File: src/design/frw_ram.sv
module frw_ram #(
  parameter int Width = 8,
  parameter int Depth = 16
) (
  input logic clk,
  input logic we,
  input logic [$clog2(Depth)-1:0] waddr,
  input logic [Width-1:0] wdata,
  input logic [$clog2(Depth)-1:0] raddr,
  output logic [Width-1:0] rdata
);
  logic [Width-1:0] mem [Depth];

  always_ff @(posedge clk) begin
    if (we) mem[waddr] <= wdata;
    rdata <= mem[raddr];
  end
endmodule

File: config.mk
export PLATFORM = sky130hd
export DESIGN_NAME = frw_ram
export DESIGN_NICKNAME = d
export VERILOG_FILES = /design/src/design/frw_ram.sv
export SDC_FILE = /design/constraint.sdc
export NUM_CORES = 1
export LEC_CHECK = 0
export BUFFER_PORTS_ARGS = -buffer_cell sky130_fd_sc_hd__buf_4
export CORE_ASPECT_RATIO = 0.75
export CORE_MARGIN = 2
export CORE_UTILIZATION = 30
export DETAILED_ROUTE_END_ITERATION = 10
export PLACE_DENSITY = 0.53
export SLEW_MARGIN = 30
export SYNTH_ARGS = -nofsm -noshare
export SYNTH_HDL_FRONTEND = slang
export SYNTH_SLANG_ARGS = --single-unit
export TNS_END_PERCENT = 10
File: constraint.sdc
create_clock -name clk -period 3.5 [get_ports clk]
set_input_delay 0.525 -clock clk [delete_from_list [all_inputs] [get_ports clk]]
set_output_delay 0.525 -clock clk [all_outputs]
set_load 0.01 [all_outputs]
## Word-level counts from Yosys, hierarchy flattened

Memory sizes are Yosys's and may differ from the RTL's. A register that Yosys moved wholly into a read port is not among the register bits.
Cells that the tools add are included.

| storage, ports and cells | value |
|---|---|
| memories kept | 1 |
| input port bits | 18 |
| bits in writable memories | 128 |
| word-level logic and storage cells | 3 |
| output and inout port bits | 8 |
| bits in registers | 0 |

Memory list:

| name | depth | width | rd ports | clocked after memory_dff | write ports | RTL line | RTL |
|---|---|---|---|---|---|---|---|
| mem | 16 | 8 | 1 | 1 | 1 | 12 | `logic [Width-1:0] mem [Depth];` |

| cells by class | value |
|---|---|
| multiplexer cells | 2 |

Operators by type and width:

| kind | count |
|---|---|
| 2-to-1 mux 1 bit | 2 |

## Logic depth before layout (Yosys ltp)

Gate-level depths: netlist of run 1.

| logic depth | value |
|---|---|
| word-level depth | 2 |
| depth in mapped cells | 5 |
| gate-level depth less buffers | 3 |

## Least setup slack after synthesis of run 1

OpenSTA, ideal clock, no wires.

| path | value |
|---|---|
| kind | input -> register |
| from | input waddr[2] |
| to | memory mem[0][0], enable pin |
| arrival time | 1.635 ns |
| path buffers | 0 |
| path slack | 1.482 ns |
| setup time | 0.383 ns |
| data required time | 3.117 ns |
| stages on the path | 2 |
| cell sequence | or3b_2 > nor3_1 |

RTL lines:

| item | RTL line | RTL |
|---|---|---|
| from (decl) | 7 | `input logic [$clog2(Depth)-1:0] waddr,` |
| to (decl) | 12 |  |

Straight into the memory's write port.

## Final worst setup path of run 1

| path | value |
|---|---|
| from | input waddr[2] |
| to | memory mem[1][7], enable pin |

Straight into the memory's write port.

==> flow_metrics.env, run 1 <==
export IMPL_status="finished, final reports clean"
export IMPL_drv_cap=0
export IMPL_clkSlewWorstSetupHoldPaths_ns=0.06
export IMPL_insertion_delay_ns=0.41
export IMPL_portBuffers=25
export IMPL_ir_worst_vdd_uv=374
export IMPL_clock_sinks=136
export IMPL_antenna_found_initial=0
export IMPL_numCtsBuffers=17
export IMPL_route_detailed_drc=0
export IMPL_synth_top_cell_area_share=0.747
export IMPL_syn_to_final_growth_pct=20.1
export IMPL_final_cell_area_um2=6180
export IMPL_finalMaxSlewViolations=0
export IMPL_io_pins=26
export IMPL_clk_path_buf_depth=2
export IMPL_avgSynthCellArea_um2=22.5
export IMPL_n_fill_cell=1523
export IMPL_regArea_um2=4000
export IMPL_cellPowerDensity_nw_per_um2=628
export IMPL_layout_setup_ws_ns=1.65
export IMPL_ys_ff_latch=136
export IMPL_place_area_um2=5550
export IMPL_fin_crit_sh=0.529
export IMPL_drive_gt1_frac=0.286
export IMPL_synth_cell_types=19
export IMPL_num_vias=2371
export IMPL_tightest_slew_ns=1.02
export IMPL_report_final_setup_viol=0
export IMPL_grt_pass1_wl_mm=15.4
export IMPL_final_nets=285
export IMPL_root_buffer="clkbuf_16"
export IMPL_start_kind="input port"
export IMPL_ff2ff_setup_slack_ns=2.06
export IMPL_p_leak_uw=0.00204
export IMPL_critPathArrivalTime_ns=1.88
export IMPL_finalSetupTns_ns=0
export IMPL_antenna_left=0
export IMPL_place_ws_ns=1.21
export IMPL_wl_per_cell_um=21.6
export IMPL_ctsResizeCount=0
export IMPL_diodes=0
export IMPL_grt_pass1_vias=2336
export IMPL_rsz0062_at_grt="no"
export IMPL_required_ns=3.53
export IMPL_power_uw=3880
export IMPL_yosysWarnings=0
export IMPL_synth_area_um2=5150
export IMPL_grt_max_degree=33
export IMPL_die_area_um2=18200
export IMPL_initial_core_util=0.306
export IMPL_multi_input_area_um2=1070
export IMPL_relSlewSlack=0.318
export IMPL_gp_congestion=0.726
export IMPL_max_freq_ghz=0.540
export IMPL_synth_top_area_cell="edfxtp_1"
export IMPL_num_rows=41
export IMPL_hp_class="in -> reg"
export IMPL_vias_per_cell=4.79
export IMPL_cts_setup_buffers=0
export IMPL_cp_end_kind="flip-flop"
export IMPL_die_w_um=155
export IMPL_syn_nets=247
export IMPL_ctsHtreeMaxLevel=4
export IMPL_cp_max_fo=8
export IMPL_dr_pass1_iters=5
export IMPL_hold_viol_final=0
export IMPL_grt_total_usage=0.122
export IMPL_dp_hpwl_mm=6.60
export IMPL_overflow=0
export IMPL_finalClockSkew_ns=0.00861
export IMPL_synthCells=229
export IMPL_drtIter0Drc=250
export IMPL_core_area_um2=16800
export IMPL_fin_crit_ns=1.85
export IMPL_criticalPathCategory="in -> reg"
export IMPL_ctsHoldBuffers=0
export IMPL_netlist_top_cells_area="edfxtp_1 (75%), mux4_2 (7.9%), mux4_1 (7.1%)"
export IMPL_yosysSeqAreaShare=0.778
export IMPL_die_height_um=117
export IMPL_drt_total_wl_mm=10.7
export IMPL_cts_tree="built"
## state kept, by name, summed over array words and instances (netlist names)
register,count
mem,128
rdata,8
## final cells by class
| type | instances | share of cell area |
|---|---|---|
| multi-input combinational | 83 | 0.173 |
| timing repair buffer | 29 | 0.0352 |
| sequential | 136 | 0.648 |
| clock buffer | 23 | 0.0773 |
| clock inverter | 9 | 0.0237 |
| tap | 215 | 0.0435 |
## metrics by stage
step | instances | utilization | hold slack (ns)
finish | 495 | 0.367 | 0.431
global placement | 463 | 0.330 | 0.655
floorplan | 229 | - | 0.624
detailed placement | 463 | 0.330 | 0.674
CTS | 495 | 0.367 | 0.419
global route | 495 | 0.367 | 0.442
## cells in the mapped netlist, drive strengths merged
| cell type | count |
|---|---|
| nand3b | 2 |
| and2b | 1 |
| buf | 7 |
| clkdlybuf4s25 | 3 |
| a22oi | 16 |
| mux4 | 32 |
| nand2b | 2 |
| edfxtp | 128 |
| nand3 | 1 |
| nor2 | 13 |
| or3b | 1 |
| dfxtp | 8 |
| nor3 | 4 |
| nor2b | 1 |
| and2 | 1 |
| nand2 | 9 |
## layer usage
metal / wire [um] / part of all wire / vias to the layer above / track usage
li1: - / - / 1053 / -
met3: 689 / 0.065 / 13 / 0.0329
met1: 5320 / 0.50 / 1227 / 0.190
met2: 4540 / 0.43 / 78 / 0.161
met4: 116 / 0.011 / 0 / 0.0464
met5: 0 / 0 / - / 0
## placed cells by master (no fill, tap or decap)
cell        count
edfxtp_1      128
buf_4          29
mux4_2         18
clkbuf_16      17
a22oi_1        16
mux4_1         14
nor2_1          9
nand2_1         9
dfxtp_1         8
nor3_1          4
nor2_2          4
bufinv_16       4
clkbuf_8        3
clkinv_2        3
clkbuf_1        3
nand3b_1        2
nand2b_1        2
nor2b_1         1
and2_1          1
and2b_1         1
nand3_1         1
or3b_2          1
clkinvlp_4      1
clkinv_1        1
## worst max-delay path, cell delays in order
cell,delay [ns]
buf_4,0.12
or3b_2,0.53
nor2_1,0.71
## worst paths after layout
check,from,end,depth (start not counted)
min,wdata[3],mem[10][3],1
min reg2reg,mem[4][2],rdata[2],3
max,waddr[2],mem[1][7],3
max reg2reg,mem[8][4],rdata[4],3
## kinds of logic (layout without fill, tap and decap cells)
kind of cell | count (synthesis) | after routing | synth area share
compound gates | 16 | 16 | 0.0233
mux | 32 | 32 | 0.150
simple gates | 35 | 35 | 0.0318
flops | 136 | 136 | 0.778
buf+inv | 10 | 61 | 0.0168
## power breakdown
group	switching (uW)	internal, uW
Sequential	13.8	1820
Combinational	101	76.6
Clock	627	1240
Total	742	3140
(Power assumes the default switching activity.)
==> run 2: changes to the inputs <==
ABC_AREA = 1   (was not set)
PLACE_DENSITY = 0.54   (was 0.53)
clock period = 1.7 ns   (was 3.5 ns; I/O delays follow)
==> run 2 against run 1 <==
Hold slack worse by 0.28 ns. Wire length is 35% higher. Synthesized cell count is 140% higher. Count of clock-buffer cells in the layout down 3. Highest routed layer unchanged.
==> flow_metrics.env, run 2 <==
export IMPL_reg2reg_depth=6
export IMPL_slowest_delay_ns=0.37
export IMPL_largest_register="mem"
export IMPL_portBuffers=25
export IMPL_synth_area_um2=5770
export IMPL_critPathArrivalTime_ns=0.94
export IMPL_synth_top_cell_area_share=0.667
export IMPL_ir_worst_vdd_uv=784
export IMPL_grt_max_degree=65
export IMPL_finalSetupTns_ns=0
export IMPL_yosysSeqAreaShare=0.694
export IMPL_grt_pass1_vias=3752
export IMPL_grt_pass1_wl_mm=21.9
export IMPL_io_pins=26
export IMPL_gp_congestion=0.818
export IMPL_avgSynthCellArea_um2=10.5
export IMPL_r2r_start="mem[15][6]"
export IMPL_synth_top_flop_cell="edfxtp_1"
export IMPL_cts_setup_buffers=0
export IMPL_required_ns=1.44
export IMPL_relSlewSlack=0.739
export IMPL_ctsHtreeMaxLevel=4
export IMPL_largestRegisters="mem: 128 flops, rdata: 8 flops"
export IMPL_worstHoldStart="raddr[3]"
export IMPL_regArea_um2=4000
export IMPL_overflow=0
export IMPL_antenna_found_initial=0
export IMPL_root_buffer="clkbuf_16"
export IMPL_vias_per_cell=4.55
export IMPL_synth_edf_count=128
export IMPL_path_depth=1
export IMPL_hold_depth=3
export IMPL_cp_max_fo=1
export IMPL_ys_async_sr_fraction=0
export IMPL_syn_to_final_growth_pct=19.2
export IMPL_yosysWarnings=0
export IMPL_finalMaxSlewViolations=0
export IMPL_dp_hpwl_mm=8.94
export IMPL_max_freq_ghz=0.838
export IMPL_status="finished, final reports clean"
export IMPL_cts_tree="built"
export IMPL_p_leak_uw=0.00295
export IMPL_yosysMostFrequentCell="nand2_1"
export IMPL_synthCells=551
export IMPL_die_w_um=164
export IMPL_initial_core_util=0.309
export IMPL_ctsHoldBuffers=0
export IMPL_final_nets=612
export IMPL_drive_gt1_frac=0.124
export IMPL_largest_register_ffs=128
export IMPL_cellPowerDensity_nw_per_um2=1150
export IMPL_fin_crit_ns=1.19
export IMPL_fin_crit_sh=0.702
export IMPL_ys_top_cells_by_count="nand2_1 (173), edfxtp_1 (128), inv_1 (100), nand3_1 (97), nor2_1 (17)"
export IMPL_hold_viol_final=0
export IMPL_hp_class="in -> reg"
export IMPL_dr_pass1_iters=5
export IMPL_drt_total_wl_mm=14.4
export IMPL_crit_chain="buf_4"
export IMPL_diodes=0
export IMPL_clkSlewWorstSetupHoldPaths_ns=0.05
export IMPL_tightest_slew_ns=0.392
export IMPL_die_height_um=124
export IMPL_critPathTopFamily="flip-flops"
export IMPL_slowest_stage="dfxtp_1"
export IMPL_ctsResizeCount=0
export IMPL_synth_cell_types=12
export IMPL_start_kind="flip-flop"
export IMPL_criticalPathCategory="reg -> out"
export IMPL_die_area_um2=20400
export IMPL_num_vias=3886
export IMPL_num_rows=43
export IMPL_ys_ff_latch=136
export IMPL_drtIter0Drc=390
export IMPL_report_final_setup_viol=0
export IMPL_layout_commonest_cell="nand2_1"
export IMPL_wl_per_cell_um=16.8
export IMPL_clk_path_buf_depth=2
export IMPL_cp_end_kind="output pin"
export IMPL_netlist_top_cells_area="edfxtp_1 (67%), nand2_1 (11%), nand3_1 (8.4%)"
export IMPL_core_area_um2=18700
export IMPL_clock_sinks=136
export IMPL_numCtsBuffers=17
export IMPL_layout_common_cells="nand2_1 (173), edfxtp_1 (128), inv_1 (100), nand3_1 (97), buf_4 (45)"
export IMPL_worst_path_buf_inv=1
export IMPL_route_detailed_drc=0
export IMPL_worstSetupStartpoint="rdata[4]"
export IMPL_synth_top_area_cell="edfxtp_1"
export IMPL_n_fill_cell=1854
export IMPL_antenna_left=0
export IMPL_insertion_delay_ns=0.42
export IMPL_ff2ff_setup_slack_ns=0.65
export IMPL_rsz0062_at_grt="no"
export IMPL_finalClockSkew_ns=0.00583
export IMPL_drv_cap=0
export IMPL_multi_input_area_um2=1210
export IMPL_hold_worst_slack_ns=0.153
export IMPL_syn_nets=569
export IMPL_grt_total_usage=0.150
export IMPL_power_uw=7910
==> run 2: final timing paths <==
path                   end
hold / removal    rdata[2]
setup reg to reg  rdata[6]
hold reg to reg   rdata[7]
setup / recovery  rdata[4]
==> run 2: layout make-up <==
class,instances,share of cell area
flip-flops and latches,136,0.582
multi-input cells,289,0.176
clock buffers,20,0.0635
repair buffers,48,0.0579
inverters,102,0.0557
well taps,247,0.0449
clock inverters,12,0.0193
==> run 2: report_power, final <==
part	switching [uW]	total [uW]	internal (uW)	leakage (uW)
Combinational	349	515	166	0.00145
Sequential	29.6	3780	3750	0.00122
Clock	1340	3610	2270	0.000277
Total	1720	7910	6190	0.00295
==> run 2: kinds of logic after synthesis <==
group / Yosys count / synth area share
and+or+nand+nor: 289 / 0.210
buffers and inverters: 126 / 0.0952
DFF: 136 / 0.694
==> run 2: worst reg2reg max path, cell delays in order (launching register included) <==
cell and delay (ns):
edfxtp_1 0.37, inv_1 0.06, nand2_1 0.04, nand3_1 0.13, nand3_1 0.16, nand3_1 0.13, nand2_1 0.05
==> run 2: through the flow <==
stage          utilization  cells  setup WS (ns)  instance area, um2
2_1_floorplan            -    551          0.494                5770
4_1_cts              0.368    854          0.497                6880
3_3_place_gp         0.338    822          0.305                6310
5_1_grt              0.368    854          0.496                6880
3_5_place_dp         0.338    822          0.318                6310
6_report             0.368    854          0.507                6880
==> run 2: per-layer routing <==
layer | routed length (um) | track usage | up-vias | part of all wire
met4 | 246 | 0.0609 | 0 | 0.017
met2 | 5920 | 0.203 | 129 | 0.41
met5 | 0 | 0 | - | 0
met3 | 996 | 0.0306 | 22 | 0.069
met1 | 7220 | 0.231 | 1875 | 0.50
li1 | - | - | 1860 | -
==> run 3: changes to the inputs <==
ABC_AREA = 0   (was 1)
PLACE_DENSITY = 0.53   (was 0.54)
clock period = 1.1 ns   (was 1.7 ns; I/O delays follow)
==> run 3 against run 2 <==
The run now ends with negative setup slack left. Flip-flop and latch count is the same. Core utilization rose by 1.7 points. Worst setup slack got worse by 0.69 ns. Clock power increased by 48%. Combinational power is 33% higher. Non-clock buffer count grew 7. Clock skew grew 0.00097 ns. Via count down 38%. Critical path depth is 2 higher. Register-to-register slack worse by 0.83 ns. Largest power group unchanged.
==> flow_metrics.env, run 3 (same netlist as run 1, synthesis figures left out) <==
export IMPL_layout_common_cells="edfxtp_1 (128), buf_4 (44), mux4_2 (30), clkbuf_16 (17), buf_12 (11)"
export IMPL_finalMaxSlewViolations=0
export IMPL_wl_per_cell_um=19.6
export IMPL_die_w_um=155
export IMPL_grt_pass1_wl_mm=15.7
export IMPL_antenna_found_initial=0
export IMPL_diodes=0
export IMPL_worstHoldStart="wdata[6]"
export IMPL_regArea_um2=4010
export IMPL_num_rows=41
export IMPL_hold_viol_final=0
export IMPL_insertion_delay_ns=0.41
export IMPL_dr_pass1_iters=4
export IMPL_stdcell_count=521
export IMPL_core_area_um2=16800
export IMPL_tightest_slew_ns=0.916
export IMPL_grt_pass1_vias=2586
export IMPL_vias_per_cell=4.60
export IMPL_slowest_stage="mux4_2"
export IMPL_numCtsBuffers=17
export IMPL_overflow=0
export IMPL_gp_congestion=0.674
export IMPL_reg2reg_depth=3
export IMPL_r2r_start="mem[10][2]"
export IMPL_largestRegisters="mem: 128 flops, rdata: 8 flops"
export IMPL_slowest_delay_ns=0.48
export IMPL_route_detailed_drc=0
export IMPL_cts_setup_buffers=0
export IMPL_ctsHtreeMaxLevel=4
export IMPL_cts_tree="built"
export IMPL_p_leak_uw=0.00215
export IMPL_antenna_left=0
export IMPL_layout_setup_ws_ns=-0.181
export IMPL_cp_end_kind="flip-flop"
export IMPL_required_ns=1.38
export IMPL_critPathArrivalTime_ns=1.57
export IMPL_die_area_um2=18200
export IMPL_ff2ff_setup_slack_ns=-0.18
export IMPL_crit_chain="mux4_2 > a22oi_2 > nand2_1"
export IMPL_final_nets=311
export IMPL_dp_hpwl_mm=6.68
export IMPL_grt_max_degree=17
export IMPL_status="finished with violations"
export IMPL_fin_crit_sh=1.16
export IMPL_dp_cells=489
export IMPL_hp_class="in -> reg"
export IMPL_clk_path_buf_depth=2
export IMPL_violations="negative setup slack"
export IMPL_fin_crit_ns=1.28
export IMPL_drt_total_wl_mm=10.2
export IMPL_ir_worst_vdd_uv=1150
export IMPL_syn_to_final_growth_pct=26.1
export IMPL_max_freq_ghz=0.781
export IMPL_drv_cap=0
export IMPL_layout_commonest_cell="edfxtp_1"
export IMPL_n_fill_cell=1503
export IMPL_cellPowerDensity_nw_per_um2=1830
export IMPL_rsz0062_at_grt="yes"
export IMPL_die_height_um=117
export IMPL_multi_input_area_um2=1090
export IMPL_hold_depth=1
export IMPL_drive_gt1_frac=0.431
export IMPL_initial_core_util=0.306
export IMPL_cp_max_fo=1
export IMPL_hold_worst_slack_ns=0.0608
export IMPL_start_kind="flip-flop"
export IMPL_clock_sinks=136
export IMPL_finish_utilization=0.386
export IMPL_criticalPathCategory="reg -> reg"
export IMPL_largest_register_ffs=128
export IMPL_relSlewSlack=0.387
export IMPL_clkSlewWorstSetupHoldPaths_ns=0.06
export IMPL_worstSetupStartpoint="mem[10][2]"
export IMPL_drtIter0Drc=155
export IMPL_report_final_setup_viol=8
export IMPL_finalClockSkew_ns=0.00680
export IMPL_io_pins=26
export IMPL_largest_register="mem"
export IMPL_num_vias=2399
export IMPL_grt_total_usage=0.121
export IMPL_root_buffer="clkbuf_16"
export IMPL_portBuffers=25
==> run 3: cell types whose count changed in the layout (fill, tap and decap cells not counted), sizes merged, moves of 3 or more <==
cell	delta
nand2	-164
nand3	-96
inv	-102
a22oi	+16
buf	+7
clkinv	-3
mux4	+32
nor3	+4
clkbuf	+5
nor2	-4
==> run 3: final timing paths <==
kind	endpoint
min	mem[6][6]
min reg2reg	rdata[1]
max	rdata[2]
max reg2reg	rdata[2]
==> run 3: critical path: cells and delay by family, from the launching register on <==
family / cells / cell delay [ns]
AOI/OAI and AO/OA: 1 / 0.24
DFF: 1 / 0.37
muxes: 1 / 0.48
and+or+nand+nor: 1 / 0.07
==> run 3: repair_timing <==
| item | in CTS | in global routing |
|---|---|---|
| pin swaps | 6 | 0 |
| resized for setup | 11 | 2 |
| setup endpoints to repair | 8 | 9 |
| hold buffers | 0 | 0 |
==> run 3: layout make-up <==
class	instances	share of cell area
Clock buffer	25	0.0779
Tap cell	215	0.0414
Sequential cell	136	0.617
Multi-Input combinational cell	83	0.168
Clock inverter	7	0.0102
Timing Repair Buffer	55	0.0848
==> run 3: stage by stage <==
| step | power, uW | instance area [um2] | worst slack (ns) | setup TNS, ns |
|---|---|---|---|---|
| finish | 11900 | 6490 | -0.181 | -1.25 |
| floorplan | 6250 | 5160 | -0.171 | -7.47 |
| detailed placement | 6610 | 5880 | -0.505 | -26.62 |
| CTS | 12000 | 6480 | -0.176 | -1.27 |
| global placement | 6600 | 5880 | -0.490 | -26.24 |
| global route | 12200 | 6490 | -0.243 | -1.67 |
==> run 3: report_power, final <==
group	internal, uW	switching, uW
Combinational	339	349
Sequential	5800	33.9
Clock	3400	1950
==> run 3: per-layer routing <==
metal	vias to the layer above	wire length, um	GRT usage
li1	1084	-	-
met1	1250	4730	0.165
met3	10	566	0.0440
met2	55	4780	0.183
met4	0	122	0.0378
met5	-	0	0
