<file path="src/design/frw_pkg.sv">
package frw_pkg;
  localparam int NodeDepth = 4096;
  localparam int MaxTrees = 64;
  localparam int NumFeatures = 64;
  localparam int MaxWalkSteps = 32;
  localparam int NodeAw = $clog2(NodeDepth);
  localparam int TreeAw = $clog2(MaxTrees);
  localparam int FeatAw = $clog2(NumFeatures);
  localparam int StepW = $clog2(MaxWalkSteps + 1);
  localparam int SumW = 32 + TreeAw + 1;
  localparam int CountW = 7;

  localparam logic [1:0] CMD_NODE = 2'd0;
  localparam logic [1:0] CMD_TREE = 2'd1;
  localparam logic [1:0] CMD_FEAT = 2'd2;
  localparam logic [1:0] CMD_RUN = 2'd3;

  localparam logic [1:0] ERR_OK = 2'd0;
  localparam logic [1:0] ERR_CHILD = 2'd1;
  localparam logic [1:0] ERR_STEPS = 2'd2;

  localparam int NodeW = 26 + 7 + 32 + 32 + 32;

  typedef struct packed {
    logic start;
    logic [CountW-1:0] divisor;
  } div_req_t;
endpackage

</file>
<file path="src/design/frw_div.sv">
// signed sum divided by small unsigned count, one quotient bit a cycle
module frw_div (
  input logic clk,
  input logic rst,
  input frw_pkg::div_req_t req,
  input logic [frw_pkg::SumW-1:0] dividend,
  output logic busy,
  output logic [31:0] quotient
);
  import frw_pkg::*;
  localparam int CntW = $clog2(SumW + 1);

  logic [SumW-1:0] quo;
  logic [CountW:0] rem;
  logic [CountW-1:0] dsr;
  logic neg;
  logic [CntW-1:0] cnt;
  logic [CountW:0] trial;
  logic [SumW-1:0] neg_quo;

  assign trial = {rem[CountW-1:0], quo[SumW-1]};
  assign neg_quo = -quo;
  assign quotient = neg ? neg_quo[31:0] : quo[31:0];

  always_ff @(posedge clk) begin
    if (rst) begin
      busy <= 1'b0;
      cnt <= '0;
    end else if (req.start) begin
      busy <= 1'b1;
      cnt <= CntW'(SumW);
      neg <= dividend[SumW-1];
      quo <= dividend[SumW-1] ? -dividend : dividend;
      rem <= '0;
      dsr <= req.divisor;
    end else if (busy) begin
      if (trial >= {1'b0, dsr}) begin
        rem <= trial - {1'b0, dsr};
        quo <= {quo[SumW-2:0], 1'b1};
      end else begin
        rem <= trial;
        quo <= {quo[SumW-2:0], 1'b0};
      end
      cnt <= cnt - 1'b1;
      if (cnt == CntW'(1)) busy <= 1'b0;
    end
  end
endmodule

</file>
<file path="config.mk">
export PLATFORM = sky130hd
export DESIGN_NAME = frw_div
export DESIGN_NICKNAME = d
export VERILOG_FILES = /design/src/design/frw_pkg.sv /design/src/design/frw_div.sv
export SDC_FILE = /design/constraint.sdc
export NUM_CORES = 1
export LEC_CHECK = 0
export CORE_MARGIN = 2
export CORE_UTILIZATION = 52
export CTS_CLUSTER_SIZE = 12
export DETAILED_ROUTE_END_ITERATION = 6
export DONT_BUFFER_PORTS = 1
export PLACE_DENSITY = 0.67
export SLEW_MARGIN = 10
export SYNTH_ARGS = -nofsm -noshare
export SYNTH_HDL_FRONTEND = slang
export SYNTH_SLANG_ARGS = --single-unit
</file>
<file path="constraint.sdc">
create_clock -name clk -period 4.8 [get_ports clk]
set_clock_uncertainty 0.05 [all_clocks]
set_input_delay 0.48 -clock clk [delete_from_list [all_inputs] [get_ports clk]]
set_output_delay 0.48 -clock clk [all_outputs]
set_load 0.005 [all_outputs]
</file>
# Word-level counts from Yosys, hierarchy flattened
# Cells that the tools add are included.
[totals] regBits=61 out_inout_bits=33
[classes] add_sub_neg=4 magnitude_cmp=1 eq_ne=1 muxes=12 bitwise=1 reduce_logical=4
[op_table] operator="39-bit 2-to-1 mux" n=3
[op_table] operator="39-bit negator" n=1
[op_table] operator="32-bit 2-to-1 mux" n=1
[op_table] operator="32-bit negator" n=1
[op_table] operator="7-bit 2-to-1 mux" n=2
[op_table] operator="6-bit 2-to-1 mux" n=2
[op_table] operator="8-bit by 7-bit greater-or-equal comparator with 1-bit output" n=1
[op_table] operator="7-bit subtractor" n=1
[op_table] operator="6-bit by 1-bit equality test with 1-bit output, second input constant" n=1
[op_table] operator="6-bit by 1-bit subtractor with 6-bit output, second input constant" n=1
[op_table] operator="1-bit 2-to-1 mux" n=4
[op_table] operator="2-bit AND reduction" n=2
[op_table] operator="2-bit nonzero test" n=1
[op_table] operator="2-bit OR reduction" n=1
[op_table] operator="1-bit inverter" n=1

# Logic depth before layout (Yosys ltp)
# Gate-level depths: netlist of run 1.
[depth] ltp_word=4 ltp_mapped=8

# Least setup slack after synthesis of run 1
# No wires, ideal clock.
[synth_path] path_kind="input-to-reg" from="input port req[7] (netlist name)" to="register quo[0] (enable)" setup_ns=0.451 t_arrival_ns=2.945 path_slack_ns=1.354 cell_stages=4 path_buffers=2 path_cell_list="clkbuf_1 clkbuf_1 nor2_1 nor2_1"
[synth_via] elab_chain_cells=2
[synth_rtl] item="from (decl)" line="frw_div.sv:5" source="input frw_pkg::div_req_t req,"
[synth_rtl] item="2-bit nonzero test (no source line)"
[synth_rtl] item="2-bit AND reduction (no source line)"
[synth_rtl] item="to (signal assigned)" line="frw_div.sv:33" source="quo <= dividend[SumW-1] ? -dividend : dividend;"
[synth_rtl] item="to (signal assigned)" line="frw_div.sv:39" source="quo <= {quo[SumW-2:0], 1'b1};"
[synth_rtl] item="to (signal assigned)" line="frw_div.sv:42" source="quo <= {quo[SumW-2:0], 1'b0};"
[synth_rtl] item="to (decl)" line="frw_div.sv:13" source="logic [SumW-1:0] quo;"
# No other way between the ends.
# A chain may end at the register's enable or synchronous reset.

# Worst setup path in the final report of run 1
[layout_path] from="register quo[9]" to="output port quotient[30]"
[layout_via] elab_chain_cells=2
[layout_rtl] item="32-bit negator" line="frw_div.sv:22" source="assign neg_quo = -quo;"
[layout_rtl] item="32-bit 2-to-1 mux" line="frw_div.sv:23" source="assign quotient = neg ? neg_quo[31:0] : quo[31:0];"
[layout_rtl] item="to (decl)" line="frw_div.sv:8" source="output logic [31:0] quotient"
# No other way between the ends.

==> impl_summary.log, run 1 <==
[metrics] Clock Path Buffers: 2
[metrics] number of buffers inserted during clock tree synthesis: 9
[metrics] fmax: 330.1 MHz
[metrics] root buffer selected by CTS: clkbuf_8
[metrics] Worst-Skew Late Latency: 350 ps
[metrics] setup repair after global routing missed its margin: false
[metrics] site row count: 33
[metrics] deepest level of the CTS H-tree: 3
[metrics] total die area: 9202 um^2
[metrics] top-level port count: 82
[metrics] gpl congestion: 0.8583
[metrics] cts hold-fix bufs: 0
[metrics] relative slew slack: around 28%
[metrics] Static Leak: 0.001515 uW
[metrics] count of final max-slew check failures: 0
[metrics] count of instances resized after the clock tree is built: 0
[metrics] total number of nets in the final design: just over 500
[metrics] kind of end point of the critical path: primary output
[metrics] number of clock sinks seen by CTS: 61
[metrics] Initial Util: a little over half
[metrics] setup TNS after final layout: 0 ps
[metrics] start of the worst register-to-register path: rem[1]$_SDFFCE_PP0P_
[metrics] average size of a mapped cell: 9.511 um^2
[metrics] startpoint types: flop
[metrics] Critical Path Sink: quotient[30]
[metrics] Primary FF master, synth: edfxtp_1
[metrics] wire length of the first global-routing pass: 15.78 mm
[metrics] total instance count after detailed placement: 549
[metrics] number of setup buffers added after CTS: 0
[metrics] VDD IR max: 136.4 uV
[metrics] endpoint of the worst register-to-register path: rem[0]$_SDFFCE_PP0P_
[metrics] launch point of the critical path: quo[9]$_DFFE_PP_
[metrics] final number of setup-violating endpoints: 0
[metrics] power per cell area: 291.7 nW/um^2
[metrics] run status: finished clean
[metrics] synthesized instance count: 462
[metrics] max_cap viols: 0
[metrics] flip-flop and latch count after synthesis: between 60 and 70
[metrics] hpwl dp: around 7.1 mm
[metrics] biggest fanout along the worst timing path: 5
[metrics] antenna-violating nets left: 0
[metrics] CTS tree: yes
[metrics] number of hold-slack violations in the final timing report: 0
[metrics] worst min path class: in -> reg
[metrics] total iterations of the first detailed-routing run: 5
[metrics] cell area after synthesis: approximately 4400 um^2
[metrics] logic depth of the worst register-to-register path: 6
[metrics] fraction of the cycle the final worst path needs: a little over three fifths
[metrics] number of vias in the routed layout: 3,446
[metrics] number of global-route vias before repair: 3,163
[metrics] iteration-0 DRC count of the detailed router: 152
[metrics] slew at the pin closest to its max-slew limit: 1077 ps
[metrics] diodes inserted: 0
[metrics] largest net degree at the start of global routing: 87
[metrics] ratio of cells with drive above 1 in the final layout: 8.696%
[metrics] critical path data arrival time: 2500 ps
[metrics] ratio of routed vias to standard cells: 6.099
[metrics] total gr overflow: 0
[metrics] routed wire length: between 9 and 10 mm
[metrics] non-filler cells, final: ~570
[metrics] Req. time, crit path: approximately 4300 ps
[metrics] layout overhead on the synthesized area: 5.894%
[metrics] chip width: roughly 96 um
[metrics] number of antenna violations at the first check in global routing: 0
[metrics] drt wl/cell: around 18 um
[metrics] number of synthesis warnings: 0
[metrics] PortBufs: 0
[metrics] count of flip-flops with a built-in enable after synthesis: 54
[metrics] worst reg2reg setup slack: 2280 ps
[metrics] fraction of registers with async set/reset: 0%
[metrics] Crit Path Category: reg -> out
[metrics] part of the Yosys area used for sequential elements: between 40% and 50%
[metrics] detailed-route DRC error count: 0
[metrics] total global-route track usage: 22.34%
[metrics] Synth Net Count: 523
[metrics] height of the die: between 90 and 100 um
[metrics] clock slew seen by the registers of the worst setup and hold paths: 70 ps
[metrics] post-route minimum period: 3029 ps
[metrics] area of the core: between 8000 and 9000 um^2
[metrics] Unique masters post-synth: 52
-- how the worst min path moves through the flow --
stage	startpoint	endpoint	slack [ps]	cells past startpoint
after floorplan	cnt[5]$_SDFFE_PP0N_	busy$_SDFF_PP0_	420	1
after global placement	cnt[5]$_SDFFE_PP0N_	busy$_SDFF_PP0_	450	1
after detailed placement	cnt[5]$_SDFFE_PP0N_	busy$_SDFF_PP0_	450	1
after CTS	rst	cnt[0]$_SDFFE_PP0N_	140	1
after global routing	rst	cnt[5]$_SDFFE_PP0N_	130	1
final	rst	cnt[0]$_SDFFE_PP0N_	150	1
-- where the power goes --
part / leakage (uW) / internal, uW / total (uW) / switching, uW
Sequential: 0.000568 / 631 / 674 / 43.3
Clock: 0.0000946 / 232 / 440 / 208
Combinational: 0.000853 / 113 / 243 / 130
Total: 0.00151 / 976 / 1360 / 381
-- per-stage QoR --
step	hold slack [ps]	cell area (um^2)	utilization (%)	total power [uW]	setup slack, ps
6_report	145.9	4653	56.63	1357	1771
5_1_grt	133.9	4653	56.63	1420	1620
4_1_cts	137.5	4653	56.63	1363	1767
3_5_place_dp	445.9	4466	54.35	928.1	2097
3_3_place_gp	448.2	4466	54.35	921.0	2135
2_1_floorplan	422.9	4394	-	891.4	1354
-- synth_stat cells, types with 12 or more instances --
master    instances  area, um^2
clkbuf_1         12       45.04
nand2_1          27       101.4
nor3_1           12       60.06
edfxtp_1         54        1622
xor2_1           35       306.5
a21oi_1          46       230.2
o31ai_1          21       157.7
inv_1            16       60.06
o21ai_0          20       100.1
nor2_1           51       191.4
o41ai_1          16       140.1
xnor2_1          36       315.3
-- worst max-delay path, stage by stage (launching register included) --
cell,delay (ps)
edfxtp_1,460
or4_4,590
nor4_4,450
nand3_2,200
o41ai_2,270
xnor2_1,190
-- layer usage --
layer  global-route usage [%]  vias to the layer above  routed length (um)
met4                    7.262                        0                 142
met5                        0                        -                   0
met3                    6.108                       14                 693
met1                    30.38                     1628                4548
li1                         -                     1703                   -
met2                    34.67                      101                4514
-- cells in the final DEF, fill, tap and decap left out, types with 3 or more instances in the layout --
| master | synthesis | final |
|---|---|---|
| or4_1 | 4 | 4 |
| nand3_1 | 11 | 11 |
| nor2_1 | 51 | 50 |
| nand3b_1 | 3 | 3 |
| dfxtp_1 | 7 | 7 |
| or3_1 | 8 | 8 |
| a21oi_1 | 46 | 46 |
| xor2_1 | 35 | 35 |
| edfxtp_1 | 54 | 54 |
| nor2b_1 | 3 | 3 |
| inv_1 | 16 | 16 |
| or2_2 | 5 | 5 |
| o41ai_1 | 16 | 16 |
| o31ai_1 | 21 | 21 |
| nand4_1 | 3 | 3 |
| o41ai_2 | 4 | 4 |
| nand2b_1 | 4 | 4 |
| o21a_1 | 4 | 4 |
| nor3b_1 | 3 | 3 |
| o31a_1 | 4 | 4 |
| nor3_1 | 12 | 12 |
| nor4_2 | 3 | 3 |
| o21ai_0 | 20 | 20 |
| nand2_1 | 27 | 27 |
| clkbuf_8 | 0 | 10 |
| xnor2_1 | 36 | 36 |
| nor4_1 | 3 | 3 |
| ha_1 | 11 | 11 |
-- logic make-up after synthesis --
kind of cell / after synthesis / share of synthesized area [%]
adders and majority gates: 12 / 3.588
AOI/OAI and AO/OA: 125 / 18.96
DFF: 61 / 40.09
xor gates and xnor gates: 71 / 14.15
buffers and inverters: 36 / 3.161
and+or+nand+nor: 154 / 19.33
muxes: 3 / 0.7118
-- state kept, by name (all words and copies together), names as in the netlist --
signal  count
neg         1
busy        1
rem         7
quo        39
dsr         7
cnt         6
-- area by class of cell --
cell class / count / area, um^2
Inverter: 17 / 63.81
Tap cell: 105 / 131.4
Sequential cell: 61 / 1762
Clock buffer: 13 / 170.2
Fill cell: 746 / 3563
Timing Repair Buffer: 1 / 7.507
Clock inverter: 3 / 17.52
Multi-Input combinational cell: 365 / 2501
(Power assumes the default switching activity.)
==> run 2: changes to the inputs <==
--- a/config.mk
+++ b/config.mk
@@ -10,7 +10,7 @@
 export CTS_CLUSTER_SIZE = 12
 export DETAILED_ROUTE_END_ITERATION = 6
 export DONT_BUFFER_PORTS = 1
-export PLACE_DENSITY = 0.67
+export PLACE_DENSITY = 0.7
 export SLEW_MARGIN = 10
 export SYNTH_ARGS = -nofsm -noshare
 export SYNTH_HDL_FRONTEND = slang
==> constraint.sdc (replaced) <==
create_clock -name clk -period 2.6 [get_ports clk]
set_clock_uncertainty 0.05 [all_clocks]
set_input_delay 0.26 -clock clk [delete_from_list [all_inputs] [get_ports clk]]
set_output_delay 0.26 -clock clk [all_outputs]
set_load 0.005 [all_outputs]
==> run 2 against run 1 <==
The run now ends with setup timing left. First-iteration DRC count grew 36%. Utilization grew 3.7 points. Total power grew 85%. Via count grew 4.9%. Hold slack lost 130 ps. Combinational power grew 110%. Non-clock buffer count grew 27. Clock-buffer cell count shrank 1. Critical path type unchanged. Largest power group unchanged. Highest routed layer unchanged.
==> impl_summary.log, run 2 (same netlist as run 1, synthesis figures left out) <==
[metrics] run status: complete, but fails checks
[metrics] violated checks: setup timing
[metrics] power per cell area: 507.4 nW/um^2 (+74%)
[metrics] most used cells in the layout excluding fill and tap cells: edfxtp_1 (54), nor2_1 (50), a21oi_1 (46)
[metrics] post-route worst hold slack: 20.32 ps (-125.5 ps)
[metrics] design internal power: 1799 uW (+84%)
[metrics] register bank with the most flops: quo
[metrics] DP Area: 4533 um^2 (+1.5%)
[metrics] flip-flop count of the largest register, all copies and words added: 39 (unchanged)
[metrics] number of global-route vias before repair: 3,305 (+4.5%)
[metrics] logic depth of the worst register-to-register path: 8 (+2)
[metrics] post-route minimum period: 2620 ps
[metrics] count of final max-slew check failures: 0 (unchanged)
[metrics] drt wl/cell: 17.30 um (-1.2%)
[metrics] PortBufs: 0 (unchanged)
[metrics] kind of end point of the critical path: primary output
[metrics] Worst-Skew Late Latency: 340 ps (about the same)
[metrics] top-level port count: 82 (unchanged)
[metrics] total number of nets in the final design: 543 (+5.2%)
[metrics] most common cell after layout, fill and taps aside: edfxtp_1
[metrics] max_cap viols: 0 (unchanged)
[metrics] combined flip-flop and latch cell area: 1762 um^2 (unchanged)
[metrics] total die area: 9202 um^2 (unchanged)
[metrics] clock slew seen by the registers of the worst setup and hold paths: 70 ps (about the same)
[metrics] total global-route track usage: 23.09% (+0.75 points)
[metrics] Req. time, crit path: 2290 ps (-1980 ps)
[metrics] number of fill cells: 726 (-2.7%)
[metrics] deepest level of the CTS H-tree: 3 (unchanged)
[metrics] iteration-0 DRC count of the detailed router: 206 (+36%)
[metrics] final number of setup-violating endpoints: 2 (+2)
[metrics] largest registers in the final layout: quo: 39 flops, dsr: 7 flops, rem: 7 flops
[metrics] ratio of cells with drive above 1 in the final layout: 14.37% (+5.7 points)
[metrics] number of antenna violations at the first check in global routing: 0 (unchanged)
[metrics] final critical-path setup slack: -20.14 ps (-1791 ps)
[metrics] relative slew slack: 49.79% (+22 points)
[metrics] number of vias in the routed layout: 3,614 (+4.9%)
[metrics] fraction of the cycle the final worst path needs: 100.8%
[metrics] wire length of the first global-routing pass: 16.17 mm (+2.5%)
[metrics] Clock Path Buffers: 2 (unchanged)
[metrics] number of buffers inserted during clock tree synthesis: 9 (unchanged)
[metrics] Switching Power: 718.0 uW (+88%)
[metrics] detailed-route DRC error count: 0 (unchanged)
[metrics] Hold Crit Depth: 2 (+1)
[metrics] critical path data arrival time: 2310 ps (-190 ps)
[metrics] number of clock sinks seen by CTS: 61 (unchanged)
[metrics] worst reg2reg setup slack: 280 ps (-2000 ps)
[metrics] Static Leak: 0.001684 uW (+11%)
[metrics] non-filler cells, final: 592 (+4.8%)
[metrics] height of the die: 95.93 um (unchanged)
[metrics] root buffer selected by CTS: clkbuf_8
[metrics] share of total power in sequential cells: 49.1% (-0.6 points)
[metrics] total instance count after detailed placement: 558 (+1.6%)
[metrics] clock share of power: 30.7% (-1.7 points)
[metrics] Initial Util: 53.48% (unchanged)
[metrics] share of total power consumed by net switching: 28.52% (+0.42 points)
[metrics] routed wire length: 10.24 mm (+3.5%)
[metrics] Crit Path Category: reg -> out
[metrics] number of hold-slack violations in the final timing report: 0 (unchanged)
[metrics] CTS tree: yes
[metrics] startpoint types: flop
[metrics] slew at the pin closest to its max-slew limit: 750.4 ps (-326.4 ps)
[metrics] ratio of routed vias to standard cells: 6.105 (about the same)
[metrics] area of the core: 8217 um^2 (unchanged)
[metrics] antenna-violating nets left: 0 (unchanged)
[metrics] largest net degree at the start of global routing: 86 (-1.1%)
[metrics] hpwl dp: 7.286 mm (+2.0%)
[metrics] setup repair after global routing missed its margin: true
[metrics] total iterations of the first detailed-routing run: 6 (+1)
[metrics] total area of multi-input combinational cells: 2586 um^2 (+3.4%)
[metrics] chip width: 95.93 um (unchanged)
[metrics] diodes inserted: 0 (unchanged)
[metrics] total gr overflow: 0 (unchanged)
[metrics] site row count: 33 (unchanged)
[metrics] gpl congestion: 0.8344 (-2.8%)
[metrics] layout overhead on the synthesized area: 12.90%
[metrics] final design utilization: 60.38% (+3.7 points)
[metrics] biggest fanout along the worst timing path: 6 (+1)
[metrics] VDD IR max: 321.9 uV (+140%)
[metrics] worst min path class: in -> reg
[metrics] fmax: 381.7 MHz
[metrics] Finished Cell Area: 4961 um^2 (+6.6%)
[metrics] part of the power in combinational logic: 20.2% (+2.3 points)
[metrics] setup slack at placement: 164.2 ps (-1933 ps)
==> run 2: cell count changes in the layout (fill, tap and decap cells not counted), sizes merged <==
cell	delta
clkbuf	-1
clkinvlp	+1
buf	+17
dlygate4sd3	+10
==> run 2: per-stage QoR <==
step                TNS, ps  power [uW]
floorplan                 0        1645
global placement          0        1707
detailed placement        0        1724
CTS                  -33.78        2516
global route         -979.7        2639
finish               -34.09        2517
==> run 2: final timing paths <==
kind,from,endpoint
worst min-delay path,rst,busy$_SDFF_PP0_
worst min register to register,cnt[5]$_SDFFE_PP0N_,busy$_SDFF_PP0_
worst max-delay path,quo[14]$_DFFE_PP_,quotient[30]
worst max register to register,quo[38]$_DFFE_PP_,rem[0]$_SDFFCE_PP0P_
==> run 2: worst max-delay path: stages, from the launching register on <==
cell      delay (ps)
edfxtp_1         490
or4_4            470
nor4_4           270
buf_6            170
nand3_2          110
o41ai_2          250
xnor2_1          210
==> run 2: final cells by class <==
type | instances | share of cell area [%]
Multi-Input combinational cell | 365 | 52.13
Sequential cell | 61 | 35.51
Timing Repair Buffer | 28 | 4.817
Clock buffer | 12 | 3.127
Tap cell | 105 | 2.648
Inverter | 17 | 1.286
Clock inverter | 4 | 0.4792
==> run 2: routing by layer <==
| metal | vias up | share of wire [%] | global-route usage (%) |
|---|---|---|---|
| met3 | 25 | 7.2 | 5.560 |
| met4 | 0 | 2.9 | 10.48 |
| li1 | 1765 | - | - |
| met5 | - | 0 | 0 |
| met2 | 121 | 46 | 36.77 |
| met1 | 1703 | 44 | 29.86 |
==> run 2: power groups by stage <==
stage	Combinational (uW)	Clock [uW]	Sequential [uW]
after floorplan	407	0	1240
after global placement	455	0	1250
after detailed placement	470	0	1250
after CTS	500	785	1230
after global routing	570	826	1240
final	510	773	1230
==> run 2: timing repair <==
item                       in CTS  in global routing
resized for setup               4                 14
setup endpoints to repair      17                 18
hold endpoints to repair       14                  0
buffers inserted                7                  1
hold buffers                   10                  0
pin swaps                       4                  4
==> run 3: changes to the inputs <==
--- a/config.mk
+++ b/config.mk
@@ -5,6 +5,7 @@
 export SDC_FILE = /design/constraint.sdc
 export NUM_CORES = 1
 export LEC_CHECK = 0
+export CORE_ASPECT_RATIO = 0.8
 export CORE_MARGIN = 2
 export CORE_UTILIZATION = 52
 export CTS_CLUSTER_SIZE = 12
==> run 3 against run 2 <==
The run still ends with setup timing left. Largest cell class unchanged. Critical endpoint is now quotient[20]. Hold slack better by 43 ps. Clock-buffer cell count down 1. Flip-flop and latch count unchanged.
==> impl_summary.log, run 3 (same netlist as run 1, synthesis figures left out) <==
[metrics] run status: complete, but fails checks
[metrics] violated checks: setup timing
[metrics] setup repair after global routing missed its margin: true
[metrics] Static Leak: 0.001704 uW (+1.2%)
[metrics] largest net degree at the start of global routing: 86 (unchanged)
[metrics] max_cap viols: 0 (unchanged)
[metrics] number of hold-slack violations in the final timing report: 0 (unchanged)
[metrics] total die area: 9206 um^2 (about the same)
[metrics] combined flip-flop and latch cell area: 1762 um^2 (unchanged)
[metrics] root buffer selected by CTS: clkbuf_8
[metrics] PortBufs: 0 (unchanged)
[metrics] relative slew slack: 59.69% (+9.9 points)
[metrics] gpl congestion: 0.8932 (+7.0%)
[metrics] slew at the pin closest to its max-slew limit: 604.6 ps (-145.8 ps)
[metrics] share of total power in sequential cells: 48.0% (-1.1 points)
[metrics] number of vias in the routed layout: 3,574 (-1.1%)
[metrics] setup slack at placement: 143.7 ps (-20.50 ps)
[metrics] post-route minimum period: 2641 ps (+20.62 ps)
[metrics] Crit Path Category: reg -> out
[metrics] drt wl/cell: 17.57 um (+1.5%)
[metrics] final number of setup-violating endpoints: 4 (+2)
[metrics] chip width: 106.8 um (+11%)
[metrics] startpoint types: flop
[metrics] detailed-route DRC error count: 0 (unchanged)
[metrics] deepest level of the CTS H-tree: 3 (unchanged)
[metrics] routed wire length: 10.56 mm (+3.1%)
[metrics] total iterations of the first detailed-routing run: 5 (-1)
[metrics] clock share of power: 31.4% (+0.7 points)
[metrics] worst min path class: in -> reg
[metrics] VDD IR max: 333.4 uV (+3.6%)
[metrics] power per cell area: 509.1 nW/um^2 (+0.34%)
[metrics] final critical-path setup slack: -40.76 ps (-20.62 ps)
[metrics] site row count: 29 (-12%)
[metrics] wire length of the first global-routing pass: 17.04 mm (+5.3%)
[metrics] Finished Cell Area: 5034 um^2 (+1.5%)
[metrics] number of antenna violations at the first check in global routing: 0 (unchanged)
[metrics] total gr overflow: 0 (unchanged)
[metrics] number of global-route vias before repair: 3,373 (+2.1%)
[metrics] design internal power: 1849 uW (+2.8%)
[metrics] count of final max-slew check failures: 0 (unchanged)
[metrics] clock slew seen by the registers of the worst setup and hold paths: 70 ps (about the same)
[metrics] total number of nets in the final design: 549 (+1.1%)
[metrics] register bank with the most flops: quo
[metrics] ratio of cells with drive above 1 in the final layout: 14.40% (+0.028 points)
[metrics] share of total power consumed by net switching: 27.84% (-0.68 points)
[metrics] critical path data arrival time: 2330 ps (+20 ps)
[metrics] hpwl dp: 7.277 mm (-0.12%)
[metrics] top-level port count: 82 (unchanged)
[metrics] Switching Power: 713.5 uW (-0.63%)
[metrics] number of fill cells: 719 (-0.96%)
[metrics] total global-route track usage: 23.64% (+0.55 points)
[metrics] iteration-0 DRC count of the detailed router: 240 (+17%)
[metrics] final design utilization: 62.49% (+2.1 points)
[metrics] fraction of the cycle the final worst path needs: 101.6% (+0.79 points)
[metrics] CTS tree: yes
[metrics] flip-flop count of the largest register, all copies and words added: 39 (unchanged)
[metrics] DP Area: 4559 um^2 (+0.58%)
[metrics] number of clock sinks seen by CTS: 61 (unchanged)
[metrics] Initial Util: 54.55% (+1.1 points)
[metrics] kind of end point of the critical path: primary output
[metrics] most common cell after layout, fill and taps aside: edfxtp_1
[metrics] area of the core: 8055 um^2 (-2.0%)
[metrics] number of buffers inserted during clock tree synthesis: 9 (unchanged)
[metrics] height of the die: 86.22 um (-10%)
[metrics] Req. time, crit path: 2290 ps (about the same)
[metrics] antenna-violating nets left: 0 (unchanged)
[metrics] layout overhead on the synthesized area: 14.55%
[metrics] post-route worst hold slack: 62.91 ps (+42.58 ps)
[metrics] biggest fanout along the worst timing path: 4 (-2)
[metrics] ratio of routed vias to standard cells: 5.947 (-2.6%)
[metrics] most used cells in the layout excluding fill and tap cells: edfxtp_1 (54), nor2_1 (50), a21oi_1 (46)
[metrics] total area of multi-input combinational cells: 2606 um^2 (+0.77%)
[metrics] Worst-Skew Late Latency: 340 ps (about the same)
[metrics] part of the power in combinational logic: 20.6% (+0.4 points)
[metrics] Clock Path Buffers: 2 (unchanged)
[metrics] diodes inserted: 0 (unchanged)
[metrics] fmax: 378.7 MHz (-0.78%)
[metrics] largest registers in the final layout: quo: 39 flops, dsr: 7 flops, rem: 7 flops
-- run 3: layout make-up --
cell class	count	area share, %
Clock buffer	11	2.610
Clock inverter	5	1.019
Inverter	17	1.268
Multi-Input combinational cell	365	51.78
Sequential cell	61	35.00
Tap cell	108	2.685
Timing Repair Buffer	34	5.643
-- run 3: through the flow --
stage | TNS (ps) | cells | power [uW]
after floorplan | 0 | 462 | 1645
after global placement | 0 | 564 | 1715
after detailed placement | 0 | 564 | 1730
after CTS | -151.0 | 598 | 2568
after global routing | -766.5 | 601 | 2692
final | -81.33 | 601 | 2563
-- run 3: power groups by stage --
stage | Sequential [uW] | Clock (uW) | Combinational (uW)
floorplan | 1240 | 0 | 407
global placement | 1240 | 0 | 470
detailed placement | 1250 | 0 | 482
CTS | 1230 | 824 | 516
global route | 1240 | 862 | 591
finish | 1230 | 805 | 528
-- run 3: critical path: stages (launching register included) --
cell and delay (ps):
edfxtp_1 400, or4_4 560, nor4_4 280, buf_6 170, nand2_1 120, o31ai_2 280, xnor2_1 180
-- run 3: path summary, 6_finish.rpt --
| path | from | to | slack (ps) | cells after the start |
|---|---|---|---|---|
| setup / recovery | quo[15]$_DFFE_PP_ | quotient[20] | -40 | 6 |
| hold / removal | req[7] | rem[2]$_SDFFCE_PP0P_ | 60 | 1 |
| setup reg to reg | quo[38]$_DFFE_PP_ | rem[0]$_SDFFCE_PP0P_ | 210 | 8 |
| hold reg to reg | cnt[5]$_SDFFE_PP0N_ | busy$_SDFF_PP0_ | 490 | 1 |
-- run 3: layer usage --
metal,GRT usage [%],up-vias,share of wire (%)
li1,-,1781,-
met1,32.05,1669,45
met2,37.12,108,45
met3,6.541,16,7.6
met4,7.556,0,1.9
met5,0,-,0
-- run 3: timing repair --
item / 4_1_cts / 5_1_grt
resized for setup: 10 / 11
buffers inserted: 8 / 3
hold endpoints to repair: 14 / 0
hold buffers: 10 / 0
pin swaps: 9 / 5
setup endpoints to repair: 17 / 16
